<file path="config.mk">
export PLATFORM = sky130hd
export DESIGN_NAME = tcp_segment_classifier
export DESIGN_NICKNAME = d
export VERILOG_FILES = /design/src/sv/tsc_pkg.sv /design/src/sv/tsc_front.sv /design/src/sv/tsc_fifo.sv /design/src/sv/tsc_back.sv /design/src/sv/tcp_segment_classifier.sv
export SDC_FILE = /design/constraint.sdc
export NUM_CORES = 1
export LEC_CHECK = 0
export BUFFER_PORTS_ARGS = -buffer_cell sky130_fd_sc_hd__clkbuf_2
export CORE_MARGIN = 10
export CORE_UTILIZATION = 30
export DETAILED_ROUTE_END_ITERATION = 16
export GPL_TIMING_DRIVEN = 0
export HOLD_SLACK_MARGIN = 0.03
export PLACE_DENSITY = 0.54
export SLEW_MARGIN = 25
export SYNTH_ARGS = -nofsm -noshare
export SYNTH_HDL_FRONTEND = slang
export SYNTH_HIERARCHICAL = 1
export SYNTH_SLANG_ARGS = --single-unit
</file>
<file path="constraint.sdc">
create_clock -name clk -period 20.2 [get_ports clk]
set_input_delay 3.03 -clock clk [delete_from_list [all_inputs] [get_ports clk]]
set_output_delay 3.03 -clock clk [all_outputs]
set_load 0.03 [all_outputs]
</file>
<file path="src/sv/tsc_pkg.sv">
// Shared types, constants and prefix tables for the TCP segment classifier.
// No dependencies; every module of the block imports this package.
package tsc_pkg;

  // Segment byte counter saturates here
  localparam int unsigned MAX_SEG_BYTES = 65535;
  localparam int CNT_W = 16;

  // Header and payload prefix capture
  localparam int HDR_KEEP  = 16;
  localparam int HDR_IDX_W = $clog2(HDR_KEEP);
  localparam int PFX_KEEP  = 8;
  localparam int PFX_IDX_W = $clog2(PFX_KEEP);
  localparam int MIN_HDR   = 20;

  // Segment record queue between front and back
  localparam int QDEPTH = 2;
  localparam int QPTR_W = (QDEPTH > 1) ? $clog2(QDEPTH) : 1;
  localparam int QCNT_W = $clog2(QDEPTH + 1);

  // Status codes
  localparam logic [1:0] ST_OK     = 2'd0;
  localparam logic [1:0] ST_TRUNC  = 2'd1;
  localparam logic [1:0] ST_BADHDR = 2'd2;

  // Application classes
  localparam logic [1:0] CLS_NONE = 2'd0;
  localparam logic [1:0] CLS_DNS  = 2'd1;
  localparam logic [1:0] CLS_HTTP = 2'd2;
  localparam logic [1:0] CLS_TLS  = 2'd3;

  // Well-known ports
  localparam logic [15:0] PORT_DNS    = 16'd53;
  localparam logic [15:0] PORT_HTTP   = 16'd80;
  localparam logic [15:0] PORT_HTTP_A = 16'd8080;
  localparam logic [15:0] PORT_HTTP_B = 16'd8000;
  localparam logic [15:0] PORT_TLS    = 16'd443;
  localparam logic [15:0] PORT_TLS_A  = 16'd8443;

  // TLS record header limits
  localparam logic [7:0]  TLS_TYPE_LO = 8'h14;
  localparam logic [7:0]  TLS_TYPE_HI = 8'h17;
  localparam logic [15:0] TLS_VER_LO  = 16'h0301;
  localparam logic [15:0] TLS_VER_HI  = 16'h0304;
  localparam logic [15:0] TLS_MIN_LEN = 16'd5;

  // HTTP method prefixes, first byte in the top byte, zero padded
  localparam int N_METHODS = 8;
  localparam logic [63:0] METHOD_TEXT [N_METHODS] = '{
    {"GET ", 32'h0},
    {"POST", 32'h0},
    {"HEAD ", 24'h0},
    {"PUT ", 32'h0},
    {"DELETE ", 8'h0},
    "OPTIONS ",
    {"PATCH ", 16'h0},
    {"HTTP/", 24'h0}
  };
  localparam int unsigned METHOD_LEN [N_METHODS] = '{4, 4, 5, 4, 7, 8, 6, 5};

  // One input transfer
  typedef struct packed {
    logic [7:0] seg_byte;
    logic       is_last;
  } in_item_t;

  // One result transfer
  typedef struct packed {
    logic [1:0]  status;
    logic [15:0] source_port;
    logic [15:0] dest_port;
    logic [31:0] sequence_res;
    logic [31:0] acknowledge;
    logic [15:0] window_size;
    logic [7:0]  flag_bits;
    logic [5:0]  header_bytes;
    logic [15:0] payload_bytes;
    logic [1:0]  app_class;
    logic [15:0] dns_length;
  } out_item_t;

  // Captured segment handed from front to back
  typedef struct packed {
    logic [HDR_KEEP-1:0][7:0] hdr;
    logic [PFX_KEEP-1:0][7:0] pfx;
    logic [CNT_W-1:0]         size;
  } seg_rec_t;

  // Payload starts with one of the method prefixes and is long enough for it
  function automatic logic http_prefix(logic [PFX_KEEP-1:0][7:0] pfx,
                                       logic [CNT_W-1:0] plen);
    logic [63:0] word;
    logic [63:0] mask;
    logic        hit;
    for (int k = 0; k < PFX_KEEP; k++) begin
      word[63-8*k -: 8] = pfx[k];
    end
    hit = 1'b0;
    for (int m = 0; m < N_METHODS; m++) begin
      mask = ~(64'hFFFF_FFFF_FFFF_FFFF >> (8 * METHOD_LEN[m]));
      if ((plen >= CNT_W'(METHOD_LEN[m])) && ((word & mask) == METHOD_TEXT[m])) begin
        hit = 1'b1;
      end
    end
    return hit;
  endfunction

endpackage

</file>
<file path="src/sv/tsc_front.sv">
// Front end: counts segment bytes, captures header and payload prefix bytes,
// and pushes one segment record per final byte. Depends on tsc_pkg.
module tsc_front (
  input  logic               clk,
  input  logic               rst_n,
  input  logic               in_push,
  input  tsc_pkg::in_item_t  in_data,
  output logic               in_full,
  output logic               rec_push,
  output tsc_pkg::seg_rec_t  rec_data,
  input  logic               rec_full
);
  import tsc_pkg::*;

  logic [CNT_W-1:0]         cnt_r, cnt_nxt, cnt_inc, poff;
  logic [HDR_KEEP-1:0][7:0] hdr_r, hdr_nxt;
  logic [PFX_KEEP-1:0][7:0] pfx_r, pfx_nxt;
  logic [5:0]               hlen;
  logic                     accept;

  // A byte is taken only when the record queue has room for a possible final byte
  assign in_full = rec_full;
  assign accept  = in_push & ~rec_full;

  // Capture and count
  always_comb begin
    hdr_nxt = hdr_r;
    pfx_nxt = pfx_r;
    hlen    = {hdr_r[12][7:4], 2'b00};
    poff    = cnt_r - CNT_W'(hlen);
    if (cnt_r < CNT_W'(HDR_KEEP)) begin
      hdr_nxt[cnt_r[HDR_IDX_W-1:0]] = in_data.seg_byte;
    end
    if ((cnt_r >= CNT_W'(MIN_HDR)) && (hlen >= 6'(MIN_HDR)) &&
        (cnt_r >= CNT_W'(hlen)) && (poff < CNT_W'(PFX_KEEP))) begin
      pfx_nxt[poff[PFX_IDX_W-1:0]] = in_data.seg_byte;
    end
    cnt_inc = (cnt_r < CNT_W'(MAX_SEG_BYTES)) ? cnt_r + CNT_W'(1) : cnt_r;
    cnt_nxt = in_data.is_last ? '0 : cnt_inc;
  end

  // Record includes the final byte itself
  assign rec_push      = accept & in_data.is_last;
  assign rec_data.hdr  = hdr_nxt;
  assign rec_data.pfx  = pfx_nxt;
  assign rec_data.size = cnt_inc;

  always_ff @(posedge clk) begin
    if (!rst_n) begin
      cnt_r <= '0;
    end else if (accept) begin
      cnt_r <= cnt_nxt;
    end
  end

  // Capture bytes need no reset
  always_ff @(posedge clk) begin
    if (accept) begin
      hdr_r <= hdr_nxt;
      pfx_r <= pfx_nxt;
    end
  end

endmodule

</file>
<file path="src/sv/tsc_fifo.sv">
// Short queue of segment records between front and back.
// Depends on tsc_pkg for the record type and depth.
module tsc_fifo (
  input  logic               clk,
  input  logic               rst_n,
  input  logic               push,
  input  tsc_pkg::seg_rec_t  wdata,
  output logic               full,
  input  logic               pop,
  output tsc_pkg::seg_rec_t  rdata,
  output logic               empty
);
  import tsc_pkg::*;

  seg_rec_t          mem_r [QDEPTH];
  logic [QPTR_W-1:0] wr_ptr_r, rd_ptr_r;
  logic [QCNT_W-1:0] cnt_r;
  logic              do_wr, do_rd;

  assign full  = (cnt_r == QCNT_W'(QDEPTH));
  assign empty = (cnt_r == '0);
  assign do_wr = push & ~full;
  assign do_rd = pop & ~empty;
  assign rdata = mem_r[rd_ptr_r];

  // Pointer and occupancy
  always_ff @(posedge clk) begin
    if (!rst_n) begin
      wr_ptr_r <= '0;
      rd_ptr_r <= '0;
      cnt_r    <= '0;
    end else begin
      if (do_wr) begin
        wr_ptr_r <= (wr_ptr_r == QPTR_W'(QDEPTH - 1)) ? '0 : wr_ptr_r + QPTR_W'(1);
      end
      if (do_rd) begin
        rd_ptr_r <= (rd_ptr_r == QPTR_W'(QDEPTH - 1)) ? '0 : rd_ptr_r + QPTR_W'(1);
      end
      if (do_wr && !do_rd) begin
        cnt_r <= cnt_r + QCNT_W'(1);
      end else if (do_rd && !do_wr) begin
        cnt_r <= cnt_r - QCNT_W'(1);
      end
    end
  end

  // Storage
  always_ff @(posedge clk) begin
    if (do_wr) begin
      mem_r[wr_ptr_r] <= wdata;
    end
  end

  a_cnt_bound: assert property (@(posedge clk) disable iff (!rst_n)
    cnt_r <= QCNT_W'(QDEPTH))
    else $error("record queue occupancy above depth");

  a_cnt_inc: assert property (@(posedge clk) disable iff (!rst_n)
    (push && !full && !pop) |=> (cnt_r == $past(cnt_r) + QCNT_W'(1)))
    else $error("record queue lost a transfer");

  a_cnt_dec: assert property (@(posedge clk) disable iff (!rst_n)
    (pop && !empty && !push) |=> (cnt_r == $past(cnt_r) - QCNT_W'(1)))
    else $error("record queue pop did not drain");

endmodule

</file>
<file path="src/sv/tsc_back.sv">
// Back end: decodes a segment record into header fields, lengths and an
// application class, and holds the result in the output register. Depends on tsc_pkg.
module tsc_back (
  input  logic               clk,
  input  logic               rst_n,
  input  tsc_pkg::seg_rec_t  rec_data,
  input  logic               rec_empty,
  output logic               rec_pop,
  output logic               out_empty,
  input  logic               out_pop,
  output tsc_pkg::out_item_t out_data
);
  import tsc_pkg::*;

  out_item_t        res, res_r;
  logic             valid_r, load;
  logic [15:0]      sp, dp, dlen, tls_ver;
  logic [5:0]       hlen;
  logic [CNT_W-1:0] plen;
  logic             is_dns, hp, tp, tls_rec;

  // Refill the output register when empty or being drained
  assign load    = ~rec_empty & (~valid_r | out_pop);
  assign rec_pop = load;

  // Classification
  always_comb begin
    sp      = {rec_data.hdr[0], rec_data.hdr[1]};
    dp      = {rec_data.hdr[2], rec_data.hdr[3]};
    hlen    = {rec_data.hdr[12][7:4], 2'b00};
    plen    = rec_data.size - CNT_W'(hlen);
    dlen    = {rec_data.pfx[0], rec_data.pfx[1]};
    tls_ver = {rec_data.pfx[1], rec_data.pfx[2]};
    is_dns  = ((sp == PORT_DNS) || (dp == PORT_DNS)) && (plen > CNT_W'(2)) &&
              (({1'b0, dlen} + 17'd2) <= {1'b0, plen});
    hp      = (sp == PORT_HTTP) || (dp == PORT_HTTP) || (sp == PORT_HTTP_A) ||
              (dp == PORT_HTTP_A) || (sp == PORT_HTTP_B) || (dp == PORT_HTTP_B);
    tp      = (sp == PORT_TLS) || (dp == PORT_TLS) || (sp == PORT_TLS_A) ||
              (dp == PORT_TLS_A);
    tls_rec = (plen >= TLS_MIN_LEN) &&
              (rec_data.pfx[0] >= TLS_TYPE_LO) && (rec_data.pfx[0] <= TLS_TYPE_HI) &&
              (tls_ver >= TLS_VER_LO) && (tls_ver <= TLS_VER_HI);

    res = '0;
    if (rec_data.size < CNT_W'(MIN_HDR)) begin
      res.status = ST_TRUNC;
    end else begin
      res.source_port  = sp;
      res.dest_port    = dp;
      res.sequence_res = {rec_data.hdr[4], rec_data.hdr[5], rec_data.hdr[6], rec_data.hdr[7]};
      res.acknowledge  = {rec_data.hdr[8], rec_data.hdr[9], rec_data.hdr[10],
                          rec_data.hdr[11]};
      res.window_size  = {rec_data.hdr[14], rec_data.hdr[15]};
      res.flag_bits    = rec_data.hdr[13];
      res.header_bytes = hlen;
      if ((hlen < 6'(MIN_HDR)) || (CNT_W'(hlen) > rec_data.size)) begin
        res.status = ST_BADHDR;
      end else begin
        res.status        = ST_OK;
        res.payload_bytes = plen;
        if (plen != '0) begin
          if (is_dns) begin
            res.app_class  = CLS_DNS;
            res.dns_length = dlen;
          end else if (hp || http_prefix(rec_data.pfx, plen)) begin
            res.app_class = CLS_HTTP;
          end else if (tp || tls_rec) begin
            res.app_class = CLS_TLS;
          end else begin
            res.app_class = CLS_NONE;
          end
        end
      end
    end
  end

  // Output register
  always_ff @(posedge clk) begin
    if (!rst_n) begin
      valid_r <= 1'b0;
    end else if (load) begin
      valid_r <= 1'b1;
    end else if (out_pop) begin
      valid_r <= 1'b0;
    end
  end

  always_ff @(posedge clk) begin
    if (load) begin
      res_r <= res;
    end
  end

  assign out_empty = ~valid_r;
  assign out_data  = res_r;

endmodule

</file>
<file path="src/sv/tcp_segment_classifier.sv">
// Top level of the TCP segment classifier: front end, record queue, back end.
// Depends on tsc_pkg, tsc_front, tsc_fifo and tsc_back.
//
// Usage:
//   Input channel: push one segment byte per cycle on in_data with in_push;
//   the transfer happens when in_full is low. in_data.is_last marks the final
//   byte of a segment. Bytes of the next segment may follow in the next cycle.
//   Result channel: one result per segment, oldest first. It is on out_data
//   while out_empty is low and leaves on a cycle with out_pop high.
// Path: the final byte's transfer writes its record into the record queue,
//   and the output register loads it when empty or being popped; out_data
//   is driven straight from that register.
// Throughput: one byte per cycle while in_full is low; even one-byte
//   segments run at full rate while results are popped.
// Stall: if results are not popped, the output register and the two-entry
//   record queue fill; in_full then rises and holds all further bytes.
// Reset: rst_n low clears the byte count, the queue and the output valid
//   flag; a partly received segment is discarded.
module tcp_segment_classifier (
  input  logic               clk,
  input  logic               rst_n,
  input  logic               in_push,
  input  tsc_pkg::in_item_t  in_data,
  output logic               in_full,
  output logic               out_empty,
  input  logic               out_pop,
  output tsc_pkg::out_item_t out_data
);
  import tsc_pkg::*;

  seg_rec_t wr_rec, rd_rec;
  logic     rec_push, rec_full, rec_pop, rec_empty;

  tsc_front u_front (
    .clk      (clk),
    .rst_n    (rst_n),
    .in_push  (in_push),
    .in_data  (in_data),
    .in_full  (in_full),
    .rec_push (rec_push),
    .rec_data (wr_rec),
    .rec_full (rec_full)
  );

  tsc_fifo u_fifo (
    .clk   (clk),
    .rst_n (rst_n),
    .push  (rec_push),
    .wdata (wr_rec),
    .full  (rec_full),
    .pop   (rec_pop),
    .rdata (rd_rec),
    .empty (rec_empty)
  );

  tsc_back u_back (
    .clk       (clk),
    .rst_n     (rst_n),
    .rec_data  (rd_rec),
    .rec_empty (rec_empty),
    .rec_pop   (rec_pop),
    .out_empty (out_empty),
    .out_pop   (out_pop),
    .out_data  (out_data)
  );

endmodule
</file>
======== Word-level counts from Yosys, hierarchy flattened ========
Memories as Yosys holds them, arrays and structs flattened. A register that Yosys moved wholly into a read port is not among the register bits.
Index checks and enable logic that the tools add are counted.
cells by class
  reductions and logical operators ........ 43
  $add $sub $neg .......................... 8
  muxes and demuxes ....................... 36
  $lt $le $gt $ge ......................... 24
  eq/ne operators ......................... 21
  bitwise operators ....................... 11
operators by type and width
  operator                                                                        count
  128-bit bitwise mux                                                             1
  128-bit two-way mux                                                             1
  32-bit by 31-bit == test with 1-bit output (second input constant)              3
  40-bit by 39-bit == test with 1-bit output (second input constant)              2
  64-bit bitwise mux                                                              1
  16-bit by 13-bit == test with 1-bit output (second input constant)              4
  64-bit by 63-bit == test with 1-bit output (second input constant)              1
  16-bit by 3-bit >= comparator with 1-bit output (second input constant)         4
  64-bit two-way mux                                                              1
  56-bit by 55-bit == test with 1-bit output (second input constant)              1
  48-bit by 47-bit == test with 1-bit output (second input constant)              1
  8-bit demux with 4-bit select                                                   1
  16-bit by 14-bit == test with 1-bit output (second input constant)              2
  16-bit by 6-bit == test with 1-bit output (second input constant)               2
  16-bit by 7-bit == test with 1-bit output (second input constant)               2
  16-bit by 9-bit == test with 1-bit output (second input constant)               2
  16-bit by 5-bit less-than comparator with 1-bit output (second input constant)  2
  16-bit two-way mux                                                              2
  16-bit by 6-bit subtractor with 16-bit output                                   2
  8-bit demux with 3-bit select                                                   1
  1-bit logical AND                                                               21
  1-bit two-way mux                                                               20
  16-bit by 2-bit adder with 17-bit output (second input constant)                1
  17-bit by 16-bit less-or-equal comparator with 1-bit output                     1
  35 further kinds                                                                64
word-level totals
  logic and storage cells ................. 186
  memory bits (writable) .................. 416
  flip-flop bits (word level) ............. 375
  memories kept ........................... 1
  output and inout bits ................... 164
  bits of input ports ..................... 13
memory list
  memory        depth  bits a word  read ports  clocked after memory_dff  write ports  line            text
  u_fifo.mem_r  2      208          1           1                         1            tsc_fifo.sv:15  seg_rec_t mem_r [QDEPTH];

======== Logic depth before layout (Yosys ltp) ========
  depth after elaboration ................. 18
  mapped depth ............................ 21
  gate-level depth less buffers ........... 17

======== Hierarchy ========
The synthesis kept the hierarchy.
modules (own cells, without submodules)
  module     area each (µm²)  seq. area each (µm²)  cells each  times used
  tsc_fifo   15697.6          12592.1               672         1
  tsc_front  9873.2           6085.8                639         1
  tsc_back   7901.3           4824.6                642         1

======== Worst setup path after synthesis ========
Ideal clock, no wire load.
  kind .................................... input -> register
  start ................................... input port out_pop
  end ..................................... register u_fifo.cnt_r[1]
  data arrival time ....................... 12205 ps
  buffers on the path ..................... 0
  cell stages on the path ................. 6
  slack ................................... 7925 ps
  data required time ...................... 20130 ps
  setup time .............................. 70 ps
  path through ............................ nand2b_1 > nor2b_1 > o21ai_1 > ha_1 > or3_1 > a21boi_1
on the way
  cells in the longest elaborated chain, start to end .. 6
  elaborated cells between the ends (all ways) .. 8
  classes of those cells .................. 1 x mux; 3 x bitwise; 4 x reduce/logical
ends and longest elaborated chain
  what                                                     line                          text
  start, declared                                          tcp_segment_classifier.sv:26  input logic out_pop,
  1-bit bitwise OR (*)                                     tsc_back.sv:23                assign load = ~rec_empty & (~valid_r | out_pop);
  1-bit AND (*)                                            tsc_back.sv:23
  net rec_pop                                              tcp_segment_classifier.sv:32  logic rec_push, rec_full, rec_pop, rec_empty;
  1-bit AND (*)                                            tsc_fifo.sv:23                assign do_rd = pop & ~empty;
  1-bit logical NOT                                        tsc_fifo.sv:39                if (do_wr && !do_rd) begin
  1-bit logical AND                                        tsc_fifo.sv:39
  2-bit two-way mux or 2-bit nonzero test (tied branches)  --
  end signal, assigned                                     tsc_fifo.sv:40                cnt_r <= cnt_r + QCNT_W'(1);
  end signal, assigned                                     tsc_fifo.sv:42                cnt_r <= cnt_r - QCNT_W'(1);
  end, declared                                            tsc_fifo.sv:17                logic [QCNT_W-1:0] cnt_r;
The timed path passes the listed nets; every way through them passes the cells marked *.
A chain may end at the register's enable or synchronous reset.

======== Worst setup path after layout ========
  start ................................... input port in_push
  end ..................................... memory u_fifo/mem_r[0][207] in the netlist's numbering (enable)
on the way
  cells in the longest elaborated chain, start to end .. 5
ends and longest elaborated chain
  what                                     line                          text
  start, declared                          tcp_segment_classifier.sv:22  input logic in_push,
  1-bit AND                                tsc_front.sv:23               assign accept = in_push & ~rec_full;
  1-bit AND                                tsc_front.sv:43               assign rec_push = accept & in_data.is_last;
  net rec_push                             tcp_segment_classifier.sv:32
  1-bit AND                                tsc_fifo.sv:22                assign do_wr = push & ~full;
  1-bit two-way mux                        tsc_fifo.sv:49                if (do_wr) begin
  1-bit two-way mux (implied by the code)  tsc_fifo.sv:50                mem_r[wr_ptr_r] <= wdata;
  end, declared                            tsc_fifo.sv:15
The timed path passes the listed nets, and every way through them passes these cells.

==> impl_metrics.yaml <==
outcome:
  status: "finished clean"
sta:
  max_freq_mhz: 184
  final.min_clock_period_ns: 5.43
  fin_crit_sh: 0.269
  timing_hold_violations_final: 0
  whs_ns: 0.535
  timing.setup.tns_ns: 0
  fin_skew_ns: 0.0284
  rsz0062_at_grt: "no"
  setup_viol: 0
  slew_headroom: 0.310
  tightest_slew_ns: 1.03
  slew_viol_final: 0
  setup_ws_ns: 14.77
place:
  preCtsSetupSlack_ns: 14.00
  hpwl_mm: 55.8
  post_dp_cell_area_um2: 36300
  portBuffers: 173
  gp_congestion: 0.853
final_layout:
  final_cell_area_um2: 38800
  nets: 2267
  area_delta_synth_final_pct: 17.5
  drive_gt1_frac: 0.278
floorplan:
  initial_core_util: 0.303
  core-area_um2: 109000
  die_w_um: 352
  io_pins: 177
  rows: 121
  dieHeight_um: 352
  die_area_um2: 124000
clock_network:
  postCtsHoldBufs: 0
  cts_tree: "built"
  cts.sinks: 778
  ctsResizeCount: 0
  postCtsSetupBuffers: 0
  clk_pin_slew_ns: 0.06
  htree_levels: 3
  clock_path_buffers: 3
  clk_latency_ns: 0.65
  cts_made_buffers: 79
  cts-root-buf: "clkbuf_16"
setup_path:
  cp-start-kind: "primary input"
  critPathRequiredTime_ns: 20.54
  r2r_setup_slack_ns: 15.21
  worstPathArrival_ns: 5.77
  end_kind: "flop"
  crit_path_start: "in_push"
  setup.worst_path.end: "u_fifo/mem_r[0][207]"
  reg2regPathDepth: 19
  critPathMaxFanout: 12
  timing.rr.end: "u_back/out_data[11]"
  critPathKind: "primary input to flop"
logic_synthesis:
  synth_area_um2: 33000
  yosysWarnings: 6
  syn_area_per_cell_um2: 17.1
  netlist_instances: 1933
detailed_routing:
  avgViaCountPerCell: 4.78
  wire_per_inst_um: 21.9
  drt-pass1-iter-count: 7
  drt-initial-drc-count: 1408
  wirelength_mm: 80.8
  vias: 17700
  drtAntennaViolNets: 0
  drcViolationCount: 0
global_route:
  grt_overflow_total: 0
  track_usage: 0.128
  grt_pass1_vias: 18300
  grt_start_max_net_pins: 76
  antenna_found_initial: 4
  grt_first_pass_wirelength_mm: 119
flow_run:
  cap_violations: 0
min_path:
  min-delay-start: "u_fifo/cnt_r[1]"
  hold_path.class: "flop to flop"
power:
  ir_worst_vdd_mv: 0.122
  power.leakage_nw: 13.3
  p_per_area_nw_per_um2: 142
-- placed cells by master, fill, tap and decap left out, types with 7 or more instances in the layout --
cell	instances
nor2b_1	134
xor2_1	17
clkbuf_16	79
and3_1	9
nand3_1	28
nand2_1	44
clkbuf_1	57
clkbuf_2	174
buf_8	10
nand2b_1	13
nand4_1	29
inv_1	24
dfxtp_1	22
o21ai_0	17
a21oi_1	14
o21ai_1	7
edfxtp_1	756
clkinv_1	16
mux2_2	122
xnor2_1	20
buf_6	28
ha_1	29
nor3b_1	10
buf_2	19
nand4_4	7
a22oi_1	9
nor4_1	21
nand3b_1	7
nor2_1	78
buf_16	8
mux2_1	153
mux2_4	120
clkinv_2	8
nor3_1	31
and2_1	21
-- sequential cells by signal, indices dropped and copies added, names as in the netlist, named ones only --
signal,count
u_back/out_data,160
u_fifo/rd_ptr_r,1
u_fifo/mem_r,408
u_fifo/wr_ptr_r,1
u_back/valid_r,1
u_front/pfx_r,64
u_front/hdr_r,124
u_front/cnt_r,16
u_fifo/cnt_r,2
-- worst max-delay path: stages --
cell and delay [ns]:
clkbuf_2 0.10, nand2b_1 0.28, clkbuf_1 0.34, nor2_1 0.28, inv_1 0.13, nor3_4 0.47
buf_8 0.22, buf_6 0.18, buf_6 0.18, buf_8 0.16, buf_8 0.17, buf_6 0.19
-- how the worst min path moves through the flow --
stage,to,slack (ns),cells past startpoint
after global placement,u_fifo/cnt_r[1],0.50,2
after floorplan,u_back/valid_r,0.47,2
after CTS,u_fifo/cnt_r[1],0.54,2
after detailed placement,u_fifo/cnt_r[1],0.53,2
after global routing,u_fifo/cnt_r[1],0.57,2
final,u_fifo/cnt_r[1],0.54,2
-- metal layers --
layer	part of all wire	GRT usage
met5	0	0
met4	0.018	0.0297
met3	0.059	0.0265
met2	0.46	0.199
met1	0.47	0.181
-- power by group --
| group | total (mW) | internal [mW] | switching, mW |
|---|---|---|---|
| registers | 2.41 | 2.31 | 0.100 |
| logic | 1.69 | 0.598 | 1.09 |
| clock network | 1.40 | 0.783 | 0.613 |
| total | 5.50 | 3.70 | 1.80 |
-- cell type report --
class | count | area (um^2)
inverters | 26 | 105
clock inverters | 42 | 422
fillers | 10200 | 70200
clock buffers | 96 | 2050
multi-input cells | 1044 | 9320
repair buffers | 208 | 1480
diodes | 1 | 2.50
plain buffers | 86 | 498
well taps | 1414 | 1770
flip-flops and latches | 778 | 23100
-- per-stage QoR --
step | total power [mW] | utilization | instances
floorplan | 3.63 | - | 1934
global placement | 4.18 | 0.327 | 3521
detailed placement | 4.16 | 0.333 | 3556
CTS | 5.57 | 0.356 | 3694
global route | 5.76 | 0.356 | 3694
finish | 5.50 | 0.356 | 3695
Power figures use the tool's default switching activity.
